### src/rtl/dovc_pkg.sv
// dovc_pkg: shared types, codes and helper functions of the difference order cost unit
package dovc_pkg;

   localparam int LEVELS     = 5;
   localparam int ORDERS     = 6;
   localparam int BINS       = 64;
   localparam int BIN_BITS   = 6;
   localparam int LVL_BITS   = 3;
   localparam int TOP_BITS   = 3;
   localparam int LEN_BITS   = 4;
   localparam int REQ_DATA_W = 80;

   typedef enum logic [1:0] {
      MODE_SAMPLE = 2'd0,
      MODE_HIST   = 2'd1,
      MODE_MINMAX = 2'd2,
      MODE_CLEAR  = 2'd3
   } mode_type;

   typedef enum logic [1:0] {
      KIND_COST   = 2'd0,
      KIND_HIST   = 2'd1,
      KIND_MINMAX = 2'd2
   } kind_type;

   // one transaction travelling down the difference chain
   typedef struct packed {
      logic                        valid;
      mode_type                    mode;
      logic                        last;
      logic [LVL_BITS-1:0]         lvl;
      logic [BIN_BITS-1:0]         bin;
      logic [TOP_BITS-1:0]         top;
      logic [ORDERS-1:0][63:0]     d;
   } item_type;

   // zigzag varint length, 1 to 10 bytes
   function automatic logic [LEN_BITS-1:0] zigzag_len(input logic [63:0] v);
      logic [63:0]         z;
      logic [LEN_BITS-1:0] n;
      z = {v[62:0], 1'b0} ^ {64{v[63]}};
      n = 4'd1;
      for (int k = 1; k < 10; k++) begin
         if ((z >> (7 * k)) != 64'd0) n = n + 4'd1;
      end
      return n;
   endfunction

   // redundant sign bits, wraps to 63 for zero and minus one
   function automatic logic [BIN_BITS-1:0] sign_bits(input logic [63:0] v);
      logic [63:0]         x;
      logic [BIN_BITS-1:0] pos;
      x   = v ^ {64{v[63]}};
      pos = '0;
      for (int i = 0; i < 64; i++) begin
         if (x[i]) pos = BIN_BITS'(i);
      end
      if (x == 64'd0) return 6'd63;
      return 6'd62 - pos;
   endfunction

endpackage

### src/rtl/dovc_hist_ram.sv
// dovc_hist_ram: one histogram row store, one write and one registered read port
module dovc_hist_ram #(
   parameter int WIDTH = 40
) (
   input  logic                          clock,
   input  logic                          we,
   input  logic [dovc_pkg::BIN_BITS-1:0] waddr,
   input  logic [WIDTH-1:0]              wdata,
   input  logic [dovc_pkg::BIN_BITS-1:0] raddr,
   output logic [WIDTH-1:0]              rdata
);
   import dovc_pkg::*;

   logic [WIDTH-1:0] mem [BINS];
   logic [WIDTH-1:0] rdata_ff;

   always_ff @(posedge clock) begin
      if (we) mem[waddr] <= wdata;
   end

   always_ff @(posedge clock) begin
      rdata_ff <= mem[raddr];
   end

   assign rdata = rdata_ff;

endmodule

### config.mk
export PLATFORM = sky130hd
export DESIGN_NAME = dovc_hist_ram
export DESIGN_NICKNAME = d
export VERILOG_FILES = /design/src/rtl/dovc_pkg.sv /design/src/rtl/dovc_hist_ram.sv
export SDC_FILE = /design/constraint.sdc
export NUM_CORES = 2
export LEC_CHECK = 0
export BUFFER_PORTS_ARGS = -buffer_cell sky130_fd_sc_hd__buf_2
export CORE_UTILIZATION = 57
export CTS_BUF_LIST = sky130_fd_sc_hd__clkbuf_8 sky130_fd_sc_hd__clkbuf_16
export DETAILED_ROUTE_END_ITERATION = 16
export PLACE_DENSITY = 0.77
export SLEW_MARGIN = 20
export SYNTH_ARGS = -nofsm -noshare
export SYNTH_HDL_FRONTEND = slang
export SYNTH_SLANG_ARGS = --single-unit
export TNS_END_PERCENT = 1
### constraint.sdc
create_clock -name clock -period 4.05 [get_ports clock]
set_input_delay 0.405 -clock clock [delete_from_list [all_inputs] [get_ports clock]]
set_output_delay 0.405 -clock clock [all_outputs]
set_load 0.01 [all_outputs]
**Word level (Yosys, flattened, before mapping)**

Memories as Yosys holds them, arrays and structs flattened. A register that Yosys moved wholly into a read port is not among the register bits.
Cells that the tools add are included.

- Output and inout bits: 40
- Input port bits: 54
- Logic and storage cells: 3
- Register bits: 0
- Memory bits (writable): 2,560
- Memories kept: 1

- Multiplexer cells: 2

Memory list:

| name | words | bits a word | read ports | clocked after Yosys merged registers in | write ports | RTL line | source |
|---|---|---|---|---|---|---|---|
| mem | 64 | 40 | 1 | 1 | 1 | dovc_hist_ram.sv:14 | `logic [WIDTH-1:0] mem [BINS];` |

Operator list:

| kind | number |
|---|---|
| $mux 1 | 2 |

**Longest topological paths before layout**

- Depth after elaboration: 2
- Depth in mapped cells: 9
- Depth with buffers taken out: 5

**Worst setup path before layout**

OpenSTA, ideal clock, no wires.

- Path kind: in2reg
- From: input port waddr[3] (netlist name)
- To: memory mem[48][0] (enable)
- Path slack: -0.077 ns
- Stages on the path: 4
- Data required time: 3.563 ns
- Library setup time: 0.487 ns
- Arrival: 3.641 ns
- Cell sequence: clkbuf_1 nor2b_1 nand4b_1 nor3_1

RTL lines:

| element | RTL line | source |
|---|---|---|
| start: declaration | dovc_hist_ram.sv:7 | `input logic [dovc_pkg::BIN_BITS-1:0] waddr,` |
| end: declaration | dovc_hist_ram.sv:14 |  |

No word-level cell before the write port.

==> flow_summary.ini <==
[worst_setup_path]
worst_setup_path_start_kind = flop
crit_path_end_kind = flop
cp-startpoint = mem[11][8]$_DFFE_PP_
required_ns = 4.81
cp_top_family = compound AO/OA/AOI/OAI gates
worstSetupPathType = flop to flop
cp.arrival_ns = 3.10
crit_fanout = 1
r2r_start = mem[11][8]$_DFFE_PP_
crit_path_max_incr_delay_ns = 0.64
crit_buf_inv = 0
cp_slowest_cell = a211oi_1
path_cells = mux4_2, nor2b_1, a211oi_1, o22ai_1, and3_1

[sta]
tightest_slew_ns = 1.17
fmax_ghz = 0.428
fin_skew_ns = 0.0326
rsz0062_at_grt = false
whs_ns = 0.0638
period_needed_ns = 2.34
finalHoldViolations = 0
fin_crit_sh_pct = 57.7
fin_ws_ns = 1.71
slew_viol_final = 0
max_slew_margin_pct = 22.1
setup_viol = 0

[floorplan]
ios = 94
die_h_microns = 416
die_area_sq_mm = 0.173
rows = 151
fp.dieW_microns = 416
initial_core_util_pct = 57.6
core_area_sq_mm = 0.170

[routing]
drc_errors = 0
num_vias = 47900
ant_nets = 0
wire_per_inst_microns = 35.5
first_pass_iters = 8
drtIter0Drc = 6740
viasPerCell = 6.89
drt_wl_total_microns = 246000

[cells_and_area]
fin_nets = 4554
seq_area_sq_mm = 0.0777
final_util_pct = 64.9
multi_input_area_sq_mm = 0.0195
areaGrowthSynthToFinish_pct = 12.7
drive_gt1_share_pct = 29.0
n_fill_cell = 10300

[power_and_ir_drop]
ir_drop_v = 0.000576
power.density_mw_per_mm2 = 493
power.total_mw = 54.4
p_leak_nw = 34.7

[place]
dp_hpwl_microns = 133000
dp_slack_ns = 0.821
place.gp.congestion = 0.860
io_buffers = 93

[synthesis]
synth-seq-area-share_pct = 79.4
synth_top_family_by_area = multiplexers
synth_fa_ha_area_share_pct = 0
synth_nets = 4249
synth_edf_count = 2560
syn_inst = 4195
synthFlopType = edfxtp_1
ys_async_sr_fraction_pct = 0
avgSynthCellArea_sq_um = 23.3
synthesis.area_sq_mm = 0.0978
synth_compound_area_share_pct = 2.68
synthXorXnorAreaFrac_pct = 0
synth-simple-area-share_pct = 1.08
synth_warnings = 0
synth_mux_area_share_pct = 15.6
synth_cell_types = 36
ys_ff_latch = 2600

[global_routing]
grt_pass1_vias = 48700
antenna_found_initial = 18
grt_usage_pct = 28.7
grt_max_degree = 74
grt-ovfl-total = 0
grt_pass1_wl_microns = 350000

[cts]
root_buffer = clkbuf_16
post_cts_resized = 0
numCtsBuffers = 233
cts_sinks = 2600
cts.clk_slew.worst_paths_ns = 0.07
clk_latency_ns = 0.89
tritoncts = built
htreeDepth = 4
clk_path_buf_depth = 3

[worst_hold_path]
holdCritStartpoint = wdata[20]
hold_class = input pin to flop

[run]
max_cap_viol_count = 0

[run_status]
status = finished, final reports clean
## power by group
group	total [mW]	switching, mW	internal (mW)
Clock	21.8	9.76	12.1
Combinational	2.67	1.67	1.00
Sequential	29.9	0.137	29.8
Total	54.4	11.6	42.9
## synthesized netlist by cell type (4+ instances only)
library cell | count | area share [%]
edfxtp_1 | 2560 | 79
mux4_2 | 608 | 14
o22ai_1 | 143 | 0.91
mux2i_1 | 113 | 1.2
nor2_1 | 97 | 0.37
buf_2 | 81 | 0.41
clkbuf_1 | 80 | 0.31
a21oi_1 | 68 | 0.35
buf_4 | 49 | 0.38
o221ai_1 | 42 | 0.38
dfxtp_1 | 40 | 0.82
mux2_2 | 38 | 0.44
a221oi_1 | 34 | 0.30
nor4_1 | 34 | 0.22
o22a_1 | 26 | 0.23
buf_1 | 20 | 0.077
nand2_1 | 19 | 0.073
a22oi_1 | 18 | 0.14
a22o_1 | 16 | 0.14
nor2b_1 | 16 | 0.10
o21ai_1 | 14 | 0.072
nand2b_1 | 13 | 0.083
buf_6 | 8 | 0.092
nand3_1 | 8 | 0.041
o21a_1 | 8 | 0.061
o21ai_0 | 8 | 0.041
a211oi_1 | 6 | 0.046
and3_1 | 6 | 0.038
and2_1 | 4 | 0.026
or2_2 | 4 | 0.026
## cells by family after synthesis
family / Yosys count
buffers and inverters: 238
DFF: 2600
AOI/OAI and AO/OA: 383
muxes: 759
and+or+nand+nor: 215
## through the flow
stage	TNS, ns	cells	instance area, sq um
4_1_cts	0	6924	110000
6_report	0	6942	110000
3_5_place_dp	0	6478	103000
5_1_grt	0	6934	110000
3_3_place_gp	0	6474	103000
2_1_floorplan	-2.82	4195	97800
## cell type report
cell class	count	area share, %
Tap cell	2218	2.52
Sequential cell	2600	70.4
Clock buffer	246	5.46
Antenna cell	14	0.0318
Timing Repair Buffer	308	2.54
Clock inverter	199	1.40
Multi-Input combinational cell	1357	17.6
## sequential cells by signal, summed over array words and instances, names as in the netlist
signal and cells:
rdata 40, mem 2560
## repair_timing
item                                   in CTS  in global routing
endpoints found under the hold margin       5                 35
buffers inserted                            0                  0
hold buffers                                1                  2
## cells in the final DEF (no fill, tap or decap), types with 28 or more instances in the layout
master / n
buf_4: 184
edfxtp_1: 2560
clkbuf_16: 234
clkinv_2: 43
mux4_2: 608
clkinv_1: 56
buf_12: 50
mux2_2: 38
nor4_1: 28
inv_1: 56
a21oi_1: 68
dfxtp_1: 40
o22ai_1: 143
buf_2: 68
a221oi_1: 34
mux2i_1: 113
nor2_4: 62
o221ai_1: 42
nor2_1: 34
## worst paths after layout
kind | to | slack (ns) | cells after the start
worst max register to register | rdata[8]$_DFF_P_ | 1.71 | 5
worst min register to register | rdata[3]$_DFF_P_ | 0.84 | 4
worst min-delay path | mem[45][20]$_DFFE_PP_ | 0.06 | 1
worst max-delay path | rdata[8]$_DFF_P_ | 1.71 | 5
## routing by layer
metal  GRT usage (%)  vias up  share of wire, %
met3            5.51      590                11
met1            37.6    25100                34
met5               0        -            0.0081
met2            46.0     3487                49
li1                -    18700                 -
met4            15.3        4               5.6
Note: power is estimated with default switching activity, not from simulation.
