### config.mk
export PLATFORM = sky130hd
export DESIGN_NAME = dovc_diff_chain
export DESIGN_NICKNAME = d
export VERILOG_FILES = /design/src/rtl/dovc_pkg.sv /design/src/rtl/dovc_diff_chain.sv
export SDC_FILE = /design/constraint.sdc
export NUM_CORES = 2
export LEC_CHECK = 0
export ABC_AREA = 1
export BUFFER_PORTS_ARGS = -buffer_cell sky130_fd_sc_hd__buf_2
export CAP_MARGIN = 5
export CORE_AREA = 4 4 375 451
export DETAILED_ROUTE_END_ITERATION = 10
export DIE_AREA = 0 0 379 455
export PLACE_DENSITY_LB_ADDON = 0.15
export SLEW_MARGIN = 20
export SYNTH_ARGS = -nofsm -noshare
export SYNTH_HDL_FRONTEND = slang
export SYNTH_SLANG_ARGS = --single-unit
### constraint.sdc
create_clock -name clock -period 73.5 [get_ports clock]
set_clock_uncertainty 0.1 [all_clocks]
set_input_delay 3.675 -clock clock [delete_from_list [all_inputs] [get_ports clock]]
set_output_delay 3.675 -clock clock [all_outputs]
set_load 0.05 [all_outputs]
### src/rtl/dovc_pkg.sv
// dovc_pkg: shared types, codes and helper functions of the difference order cost unit
package dovc_pkg;

   localparam int LEVELS     = 5;
   localparam int ORDERS     = 6;
   localparam int BINS       = 64;
   localparam int BIN_BITS   = 6;
   localparam int LVL_BITS   = 3;
   localparam int TOP_BITS   = 3;
   localparam int LEN_BITS   = 4;
   localparam int REQ_DATA_W = 80;

   typedef enum logic [1:0] {
      MODE_SAMPLE = 2'd0,
      MODE_HIST   = 2'd1,
      MODE_MINMAX = 2'd2,
      MODE_CLEAR  = 2'd3
   } mode_type;

   typedef enum logic [1:0] {
      KIND_COST   = 2'd0,
      KIND_HIST   = 2'd1,
      KIND_MINMAX = 2'd2
   } kind_type;

   // one transaction travelling down the difference chain
   typedef struct packed {
      logic                        valid;
      mode_type                    mode;
      logic                        last;
      logic [LVL_BITS-1:0]         lvl;
      logic [BIN_BITS-1:0]         bin;
      logic [TOP_BITS-1:0]         top;
      logic [ORDERS-1:0][63:0]     d;
   } item_type;

   // zigzag varint length, 1 to 10 bytes
   function automatic logic [LEN_BITS-1:0] zigzag_len(input logic [63:0] v);
      logic [63:0]         z;
      logic [LEN_BITS-1:0] n;
      z = {v[62:0], 1'b0} ^ {64{v[63]}};
      n = 4'd1;
      for (int k = 1; k < 10; k++) begin
         if ((z >> (7 * k)) != 64'd0) n = n + 4'd1;
      end
      return n;
   endfunction

   // redundant sign bits, wraps to 63 for zero and minus one
   function automatic logic [BIN_BITS-1:0] sign_bits(input logic [63:0] v);
      logic [63:0]         x;
      logic [BIN_BITS-1:0] pos;
      x   = v ^ {64{v[63]}};
      pos = '0;
      for (int i = 0; i < 64; i++) begin
         if (x[i]) pos = BIN_BITS'(i);
      end
      if (x == 64'd0) return 6'd63;
      return 6'd62 - pos;
   endfunction

endpackage

### src/rtl/dovc_diff_chain.sv
// dovc_diff_chain: systolic chain forming difference orders one stage per order
module dovc_diff_chain (
   input  logic                 clock,
   input  logic                 reset,
   input  logic                 advance,
   input  logic                 accept,
   input  dovc_pkg::mode_type   mode,
   input  logic [63:0]          sample,
   input  logic                 last,
   input  logic [2:0]           level,
   input  logic [5:0]           bin,
   output dovc_pkg::item_type   tail
);
   import dovc_pkg::*;

   item_type                  st_ff [ORDERS];
   item_type                  st_in [ORDERS];
   logic [LEVELS-1:0][63:0]   prev_ff;
   logic [TOP_BITS-1:0]       seen_ff;
   logic [TOP_BITS-1:0]       seen_in;

   // samples of the current series, saturating at five
   always_comb begin
      seen_in = seen_ff;
      if (accept && mode == MODE_SAMPLE) begin
         if (last) seen_in = '0;
         else if (seen_ff < 3'd5) seen_in = seen_ff + 3'd1;
      end
   end

   always_comb begin
      st_in[0]       = '0;
      st_in[0].valid = accept;
      st_in[0].mode  = mode;
      st_in[0].last  = last;
      st_in[0].lvl   = level;
      st_in[0].bin   = bin;
      st_in[0].top   = seen_ff;
      st_in[0].d[0]  = sample;
      for (int j = 0; j < LEVELS; j++) begin
         st_in[j+1]        = st_ff[j];
         st_in[j+1].d[j+1] = st_ff[j].d[j] - prev_ff[j];
      end
   end

   always_ff @(posedge clock) begin
      if (reset) begin
         seen_ff <= '0;
         for (int j = 0; j < ORDERS; j++) st_ff[j].valid <= 1'b0;
      end else begin
         seen_ff <= seen_in;
         if (advance) begin
            for (int j = 0; j < ORDERS; j++) st_ff[j] <= st_in[j];
         end
      end
   end

   // each order keeps the value its stage saw last
   always_ff @(posedge clock) begin
      for (int j = 0; j < LEVELS; j++) begin
         if (advance && st_ff[j].valid && st_ff[j].mode == MODE_SAMPLE &&
             st_ff[j].top >= TOP_BITS'(j))
            prev_ff[j] <= st_ff[j].d[j];
      end
   end

   assign tail = st_ff[ORDERS-1];

endmodule

Word-level counts from Yosys, hierarchy flattened:

Memory sizes are Yosys's and may differ from the RTL's.
Cells that the tools add are included.
Widths: inputs -> output; s select.

* flip-flop bits (word level): 323
* bits in writable memories: 2400
* bits of input ports: 80
* output and inout port bits: 400
* word-level logic and storage cells: 62
* memories: 1

Memories
* st_ff: words 6, bits a word 400, read ports 6, clocked after Yosys merged registers in 0, wr ports 6, RTL line dovc_diff_chain.sv:16 `item_type st_ff [ORDERS];`

* add/subtract/negate cells: 6
* magnitude comparators: 6
* mux-type cells: 13
* bitwise logic cells: 6
* reductions and logical operators: 24

Operators by type and width (count)
* $sub 64x64->64: 5
* $logic_and 1x1->1: 16
* $logic_not 2->1: 6
* $mux 1: 11
* $ge 3x1->1 const B: 2
* $ge 3x2->1 const B: 2
* $mux 3: 2
* $or 1x1->1: 6
* $add 3x1->3 const B: 1
* $ge 3x3->1 const B: 1
* $lt 3x3->1 const B: 1
* $reduce_and 2->1: 1
* $reduce_bool 2->1: 1

Depth between registers and ports, before layout:

* word-level depth: 4
* mapped depth: 16
* depth with buffers taken out: 16

Worst setup path after synthesis:

Ideal clock, no wire load.

* path type: input to register
* start: input advance
* end: memory st_ff[0][2399] in the netlist's numbering, data pin
* setup time: 0.340 ns
* data arrival time: 68.131 ns
* data required time: 73.060 ns
* slack: 4.928 ns
* stages on the path: 4
* buffers on the path: 0
* cell sequence: inv_1 nor2_1 inv_1 nor2_1

RTL lines
* start, declared: RTL line dovc_diff_chain.sv:5 `input logic advance,`
* end, declared: RTL line dovc_diff_chain.sv:16

==> flow_summary.toml <==
[timing]
max_slew.worst_pin.slew_ps = 1020
fmax_mhz = 117
slew_violations = 0
setup_viol = 0
rsz0062_at_grt = "no"
fin_setup_tns_ps = 0
whs_ps = 302
period_needed_ps = 8550
max_slew_margin = 0.318
fin_ws_ps = 64950
finalCritPeriodShare = 0.116
finalHoldViolCount = 0

[clock_tree]
cts_buffers = 167
cts_resized = 0
post_cts_buffers = 0
clk_latency_ps = 820
holdBufCountCts = 0
path_clk_slew_ps = 70
tritoncts = "built"
htree_levels = 4
cts_num_sinks = 1763
root_buffer = "clkbuf_16"
clk_path_buf_depth = 3

[yosys]
synth_common_cells = "nand2_1, inv_1, edfxtp_1, nor2_1, buf_4"
seq_area_frac_synth = 0.609
synth_nets = 9386
synth-seq-cells = 1763
synthTopCellsByArea = "edfxtp_1, nand2_1, inv_1, ha_1, buf_4"
syn_area_per_cell_um2 = 9.66
ys_warn_count = 0
synth_area_um2 = 86800
synth_most_common_cell = "nand2_1"
ys_types = 33
synth_edf_count = 1760
synth_ff_type = "edfxtp_1"
async_reset_ff_frac = 0
synth_top_area_cell = "edfxtp_1"
yosysTopAreaCellShare = 0.609
netlist_instances = 8985

[placed_design]
dp_slack_ps = 63970
place_congestion = 0.973
dp.cells = 11233
place.detailed.hpwl_um = 177000
io_buffers = 479

[floorplanning]
die_h_um = 455
ioPinCount = 480
std_cell_rows = 163
die_area_um2 = 172000
core_um2 = 164000
start_util = 0.528
die_x_um = 379

[power_and_ir_drop]
p_per_area_nw_per_um2 = 24.0
vdd_drop_max_uv = 27.8
leakage_uw = 0.0443

[global_routing]
grt-ovfl-total = 0
first_global_vias = 55372
grt_pass1_wl_um = 321000
track_usage = 0.253
antenna_found_initial = 10
grt_max_degree = 157

[layout]
final_cell_count_no_fill = 11539
finish.utilization = 0.576
multi_input_area_um2 = 23600
drive_above_1_share = 0.101
syn2layout_area_growth_pct = 9.07
n_fill_cell = 14461
nets = 9658
seqCellArea_um2 = 52900

[worst_setup_path]
crit_fanout = 156
slowest_stage = "buf_4"
required_ps = 73840
cp-start-kind = "input port"
cp-end-kind = "flip-flop"
max_stage_delay_ps = 880
crit_top_cell = "buf_4"
crit_chain = "buf_2 > inv_1 > nor2_4 > buf_12 > buf_4 > buf_4 > buf_4 > buf_4"
path_class = "in -> reg"
cp.arrival_ps = 8900

[drt]
via_count = 55738
drt_wl_total_um = 218000
final_antenna_net_count = 0
via_per_inst = 4.83
wl_per_cell_um = 18.9
drc = 0
drt_iter0_markers = 2975
firstDrtPassIters = 8

[worst_hold_path]
worstHoldPathType = "reg -> reg"

[run]
cap_viol_max_count = 0

[outcome]
run_status = "completed"
critical path: cells and delay by family:
family	cells	cell delay [ps]
buffers and inverters	7	4130
and+or+nand+nor	1	780
where the power goes:
part	switching, µW	internal, µW	total, µW
combinational	172	59.0	231
sequential	23.4	1160	1180
clock	376	482	858
total	571	1700	2270
through the flow:
stage | total power, µW | instance area [µm²]
after floorplan | 1440 | 86800
after global placement | 1430 | 89100
after detailed placement | 1430 | 89100
after CTS | 2300 | 94700
after global routing | 2360 | 94700
final | 2270 | 94700
final cells by class:
cell class / instances / area share
antenna: 1 / 0.0000264
inverter: 1948 / 0.0772
sequential: 1763 / 0.559
clock inverter: 109 / 0.0135
timing repair buffer: 507 / 0.0277
clock buffer: 196 / 0.0453
multi-input combinational: 4870 / 0.249
tap: 2145 / 0.0283
layout by cell type, fill, tap and decap left out, drive strengths merged:
cell type,Yosys,routed
o21ai,10,10
o211ai,1,1
nor2,599,599
nor4,14,14
clkinv,11,88
a21oi,214,214
dfxtp,3,3
fa,5,5
clkinvlp,0,6
o21bai,15,15
nor3,77,77
nand2,3103,3103
buf,403,507
bufinv,0,16
nand4,74,74
diode,0,1
nand3,275,275
xnor2,6,6
xor2,155,155
clkbuf,1,196
ha,316,316
edfxtp,1760,1760
nand3b,2,2
inv,1937,1947
or2,4,4
per-layer routing:
metal,routed length (µm),vias up,global-route usage
met5,0,-,0
li1,-,28419,-
met2,117000,1154,0.481
met1,78900,25654,0.263
met3,6710,511,0.0297
met4,15600,0,0.157
path summary, 6_finish.rpt:
kind | startpoint | end | slack (ps) | depth (start not counted)
hold reg to reg | st_ff[0][1821]$_DFFE_PP_ | st_ff[0][2221]$_DFFE_PP_ | 300 | 0
setup / recovery | advance | st_ff[0][849]$_DFFE_PP_ | 64950 | 8
setup reg to reg | st_ff[0][29]$_DFFE_PP_ | st_ff[0][510]$_DFFE_PP_ | 70540 | 10
hold / removal | st_ff[0][1821]$_DFFE_PP_ | st_ff[0][2221]$_DFFE_PP_ | 300 | 0
registers in the layout (all words and copies together) (netlist names):
signal,flops
prev_ff,320
seen_ff,3
st_ff,1440
cells by family (layout without fill, tap and decap cells):
kind of cell	count (synthesis)	after routing	share of synthesized area
DFF	1763	1763	0.609
buffers and inverters	2352	2760	0.119
other	0	1	0
xor gates and xnor gates	161	161	0.0162
adders and majority gates	321	321	0.0467
AOI/OAI and AO/OA	240	240	0.0145
and+or+nand+nor	4148	4148	0.194
(Power assumes the default switching activity.)
